==> config.mk <==
export PLATFORM = sky130hd
export DESIGN_NAME = hcf_div
export DESIGN_NICKNAME = d
export VERILOG_FILES = /design/src/hdl/hcf_div.sv
export SDC_FILE = /design/constraint.sdc
export NUM_CORES = 2
export LEC_CHECK = 0
export BUFFER_PORTS_ARGS = -buffer_cell sky130_fd_sc_hd__clkbuf_2
export CORE_MARGIN = 2
export CORE_UTILIZATION = 62
export CTS_CLUSTER_DIAMETER = 50
export DETAILED_ROUTE_END_ITERATION = 16
export PLACE_DENSITY = 0.78
export SYNTH_ARGS = -nofsm -noshare
export SYNTH_HDL_FRONTEND = slang
export SYNTH_SLANG_ARGS = --single-unit
==> constraint.sdc <==
create_clock -name clock -period 7.2 [get_ports clock]
set_input_delay 0.72 -clock clock [delete_from_list [all_inputs] [get_ports clock]]
set_output_delay 0.72 -clock clock [all_outputs]
set_load 0.005 [all_outputs]
==> src/hdl/hcf_div.sv <==
// Pipelined restoring divider, one quotient bit per stage.
// The starting remainder must be below the divisor. Uses no package.
`default_nettype none

module hcf_div #(
   parameter int DW = 32,
   parameter int QW = 32
) (
   input  wire logic          clock,
   input  wire logic          en,
   input  wire logic [DW-1:0] rem_i,
   input  wire logic [QW-1:0] num_i,
   input  wire logic [DW-1:0] den_i,
   output logic      [QW-1:0] quo_o
);

   logic [DW-1:0] rem_ff [QW];
   logic [QW-1:0] num_ff [QW];
   logic [DW-1:0] den_ff [QW];

   // The numerator shifts out at the top while quotient bits shift in below.
   function automatic logic [DW+QW-1:0] step(input logic [DW-1:0] rem,
                                             input logic [QW-1:0] num,
                                             input logic [DW-1:0] den);
      logic [DW:0] trial;
      logic [DW:0] delta;
      logic        ge;
      trial = {rem, num[QW-1]};
      delta = trial - {1'b0, den};
      ge    = trial >= {1'b0, den};
      return {(ge ? delta[DW-1:0] : trial[DW-1:0]), num[QW-2:0], ge};
   endfunction

   always_ff @(posedge clock) begin
      if (en) begin
         {rem_ff[0], num_ff[0]} <= step(rem_i, num_i, den_i);
         den_ff[0] <= den_i;
         for (int k = 1; k < QW; k++) begin
            {rem_ff[k], num_ff[k]} <= step(rem_ff[k-1], num_ff[k-1], den_ff[k-1]);
            den_ff[k] <= den_ff[k-1];
         end
      end
   end

   assign quo_o = num_ff[QW-1];

endmodule

`default_nettype wire

# After elaboration in Yosys (flattened, before gate mapping)
# Memories as Yosys holds them, arrays and structs flattened.
# Cells that the tools add are included.
# op_classes
div_mod_pow	0
mul	0
n_shift	0
mux	33
n_lt_le_gt_ge	32
n_reduce_logical	0
bitwise	0
n_eq_ne	0
addsub	31
# ops
cell	count
33-bit by 32-bit greater-or-equal comparator with 1-bit output	32
32-bit 2-to-1 mux	31
32-bit subtractor	31
1-bit 2-to-1 mux	2
# totals
mem_count	1
mem_bits_ro	0
ram_bits	1024
elab_cells	160
latchBits	0
inputBits	98
out_inout_bits	32
reg_bits	2016
# mem_list
name	depth	word_bits	rd	rd_clocked_by_memory_dff	wr	line	text
den_ff	32	32	31	0	32	19	logic [DW-1:0] den_ff [QW];

# Logic depth before layout (Yosys ltp)
# depth
depth_word	2
mapped_depth	16
ltp_nobuf	13

# Least setup slack after synthesis
# No wires, ideal clock.
# synth_timing
path_kind	input to register
startpoint	in den_i[1]
endpoint	reg rem_ff[993] (netlist name), data pin
cell_stages	12
arrival_time_ps	3136
n_path_buf	1
path_slack_ps	3796
t_required_ps	6933
setup_ps	267
path_cell_list	inv_1 ha_1 nor2b_1 o31a_1 o21a_1 o2111ai_1 a21oi_1 o311ai_1 a21oi_1 o32ai_1 clkbuf_1 o21ai_0
# synth_between
elab_chain_len	2
word_cells_on_any_way	3
classes_between	add/sub: 1; order compare: 1; mux: 1
# synth_lines
element	line	text
from (decl)	13	input wire logic [DW-1:0] den_i,
32-bit subtractor or 33-bit by 32-bit greater-or-equal comparator with 1-bit output (tied branches)	29, 30	
32-bit 2-to-1 mux *	31	return {(ge ? delta[DW-1:0] : trial[DW-1:0]), num[QW-2:0], ge};
to (signal, indexed assignment)	39	{rem_ff[k], num_ff[k]} <= step(rem_ff[k-1], num_ff[k-1], den_ff[k-1]);
to (decl)	17	logic [DW-1:0] rem_ff [QW];
# Mark *: on every way between the ends. The rest lies on a longest branch, timed or not.
# A chain may end at the register's enable or synchronous reset.

==> run metrics <==
status completed; Final Util between 60 and 70%; vias 103600; Clock Pin Slew Worst Setup and Hold Paths roughly 60 ps; DR iter-0 viols just over 10000; Slew headroom 12.09%; static leakage 70.27 nW; fin. max-slew vios 0; min-delay worst type in -> reg; hold_sp den_i[0]; Tcrit/Tclk final between 60% and 70%; fin nets roughly 15000; M1 wire length about 150 mm; RR Endpoint rem_ff[236]$_DFFE_PP_; Setup-failing EPs final 0; Crit path arrival time ~5300 ps; Starting Density 62.38%; Wirelength per Cell roughly 22 um; Synth area leader edfxtp_1; share of the synthesized area in the top cell type 57.54%; Final TNS setup 0 ps; kind of launch point of the worst setup path flip-flop; reg2reg setup slack 2510 ps; Area growth syn-to-layout 10.48%; Vias/cell just over 6; first-pass GRT wire length 575.8 mm; FILL cells approximately 18000; CTS tree yes; Ys Warns 0; Pre-antenna DRT Iters 9; met2 wire length around 190 mm; P per Cell Area 470.5 mW/mm2; Placed Cells about 16000; Top FF cell, synth edfxtp_1; die footprint 0.2572 mm2; IO buf count between 100 and 150; RSZ-0062 raised after global routing false; crit-path max FO 35; commonest cells in the netlist 3008 x edfxtp_1, 1297 x inv_1, 1024 x ha_1; final-report hold violation count 0; Worst Hold Path EP den_ff[0][0]$_DFFE_PP_; Top Layer Used met5; Layout Cells excl Fill around 17000; Syn Nets roughly 14000; Die W approximately 510 um; register bit total from synthesis roughly 3000; Synth Cell Area 0.1570 mm2; minimum hold slack 54.31 ps; share of flip-flops with an asynchronous set or reset 0%; Core Footprint ~0.25 mm2; synth top area cells edfxtp_1 58%, ha_1 8.2%, a21oi_1 3.1%; Root Buffer clkbuf_16; fmax ~210 MHz; Post-synth EDFFs between 3000 and 4000; post-DP HPWL 273.8 mm; worst r2r path cells 13; Routed WL around 370 mm; Max IR drop VDD approximately 0.27 mV; cell count of the worst hold path 1; Worst-Skew Late Latency 920 ps; Worst setup EP type flip-flop; post-synthesis cell count about 13000; Core Rows 184; GPL Wtd Cong approximately 0.94; min Tclk post-route around 4700 ps; gr usage total between 20 and 30%; layout cell share with drive strength beyond 1 8.949%; Die Y-Extent between 500 and 600 um; Yosys cell types around 110; Worst-Margin Slew approximately 1300 ps; vias in the first global route 101400; DRC viols 0; CTS resizes 0; Final Skew 69.14 ps; CP Data Required Time 7840 ps; met3 wire length roughly 19 mm; largest net degree at the start of global routing roughly 210; I/O pins 130; Reg2Reg Launch Point den_ff[1][225]$_DFFE_PP_; CP Class reg -> reg; Max Root-Sink Buffers 4; syn avg cell area around 12 um2; Power Total between 80 and 90 mW; total CTS buffers between 300 and 400; Routed Antenna Nets 0; gr ovfl total 0; sinks on the clock net around 3000; H-tree Lvls 5; initial antenna violation count 11; count leader, synth edfxtp_1; max cap viols 0; register area share after synthesis 57.54%
## flip-flops by register name (all words and copies together), names as in the netlist
register and cells:
den_ff 992, num_ff 992, quo_o 32, rem_ff 992
## report_power, final
part           leakage (nW)  switching, mW  internal, mW
logic                  35.0           20.2          14.8
registers              29.4           2.91          25.4
clock network          5.81           7.51          10.7
## layout make-up
type                    count  area (um2)  share of cell area, %
flip-flops and latches   3008       90330                  52.08
multi-input cells        8459       60230                  34.73
clock buffers             422        9412                  5.427
inverters                1300        4880                  2.814
well taps                3348        4189                  2.415
clock inverters           232        2666                  1.537
repair buffers            234        1714                 0.9884
diodes                      7       17.52                0.01010
## worst max-delay path: stages, from the launching register on
cell and delay, ps:
edfxtp_1 440, inv_1 90, ha_1 250, nor2b_1 150, o31a_1 270, o31a_1 310
nor4_2 410, o31ai_1 200, a31oi_1 480, o31a_1 280, o21a_1 680, buf_4 460
inv_1 130, mux2_2 290
## layout by cell type, fill, tap and decap left out, types with 33 or more instances in the layout
cell type / netlist / final
a211oi_1: 68 / 68
a21boi_0: 43 / 43
a21o_1: 542 / 542
a21oi_1: 976 / 975
a31oi_1: 99 / 98
and2_1: 54 / 53
and3_1: 109 / 109
buf_4: 39 / 55
bufinv_16: 0 / 33
clkbuf_1: 247 / 54
clkbuf_16: 0 / 368
clkbuf_2: 0 / 128
clkinv_1: 0 / 43
dlygate4sd3_1: 0 / 36
edfxtp_1: 3008 / 3008
ha_1: 1024 / 1024
inv_1: 1297 / 1297
inv_6: 0 / 36
mux2_1: 52 / 52
mux2_2: 325 / 325
mux2i_1: 40 / 40
nand2_1: 940 / 940
nand2b_1: 131 / 131
nand3_1: 226 / 226
nand4_1: 177 / 177
nor2_1: 625 / 625
nor2b_1: 158 / 158
nor3_1: 153 / 153
o211ai_1: 44 / 44
o21a_1: 135 / 135
o21ai_0: 839 / 839
o21bai_1: 129 / 129
o31a_1: 35 / 35
o31ai_1: 78 / 78
or3_1: 41 / 41
xnor2_1: 489 / 489
xor2_1: 323 / 323
## routing by layer
layer | global-route usage, % | vias to the layer above
li1 | - | 48900
met1 | 37.41 | 50430
met2 | 49.23 | 3436
met3 | 3.152 | 861
met4 | 10.47 | 8
met5 | 0 | -
## logic make-up after synthesis
group	count (synthesis)	share of synthesized area [%]
buffers and inverters	1659	4.181
XOR/XNOR	812	4.531
AO/OA/AOI/OAI	3368	13.55
adder cells (fa/ha/maj)	1055	8.557
flip-flops	3008	57.54
AND/OR/NAND/NOR	2780	8.423
multiplexers	444	3.218
## timing repair
item                                   in CTS  in global routing
endpoints found under the hold margin      36                  0
setup buffers                               0                  0
hold buffers                               36                  0
## how the worst max path moves through the flow
stage	start	slack (ps)	depth (start not counted)	to
2_1_floorplan	den_i[1]	3800	12	rem_ff[993]$_DFFE_PP_
3_3_place_gp	den_ff[1][225]$_DFFE_PP_	2740	13	rem_ff[236]$_DFFE_PP_
3_5_place_dp	den_ff[1][225]$_DFFE_PP_	2640	13	rem_ff[236]$_DFFE_PP_
4_1_cts	den_ff[1][225]$_DFFE_PP_	2590	13	rem_ff[236]$_DFFE_PP_
5_1_grt	den_ff[1][225]$_DFFE_PP_	2260	13	rem_ff[236]$_DFFE_PP_
6_report	den_ff[1][225]$_DFFE_PP_	2510	13	rem_ff[236]$_DFFE_PP_
## metrics by stage
step	instance area [um2]	setup WS [ps]
2_1_floorplan	157000	3796
3_3_place_gp	161000	2739
3_5_place_dp	161000	2641
4_1_cts	173400	2587
5_1_grt	173400	2259
6_report	173400	2508
Power figures use the tool's default switching activity.
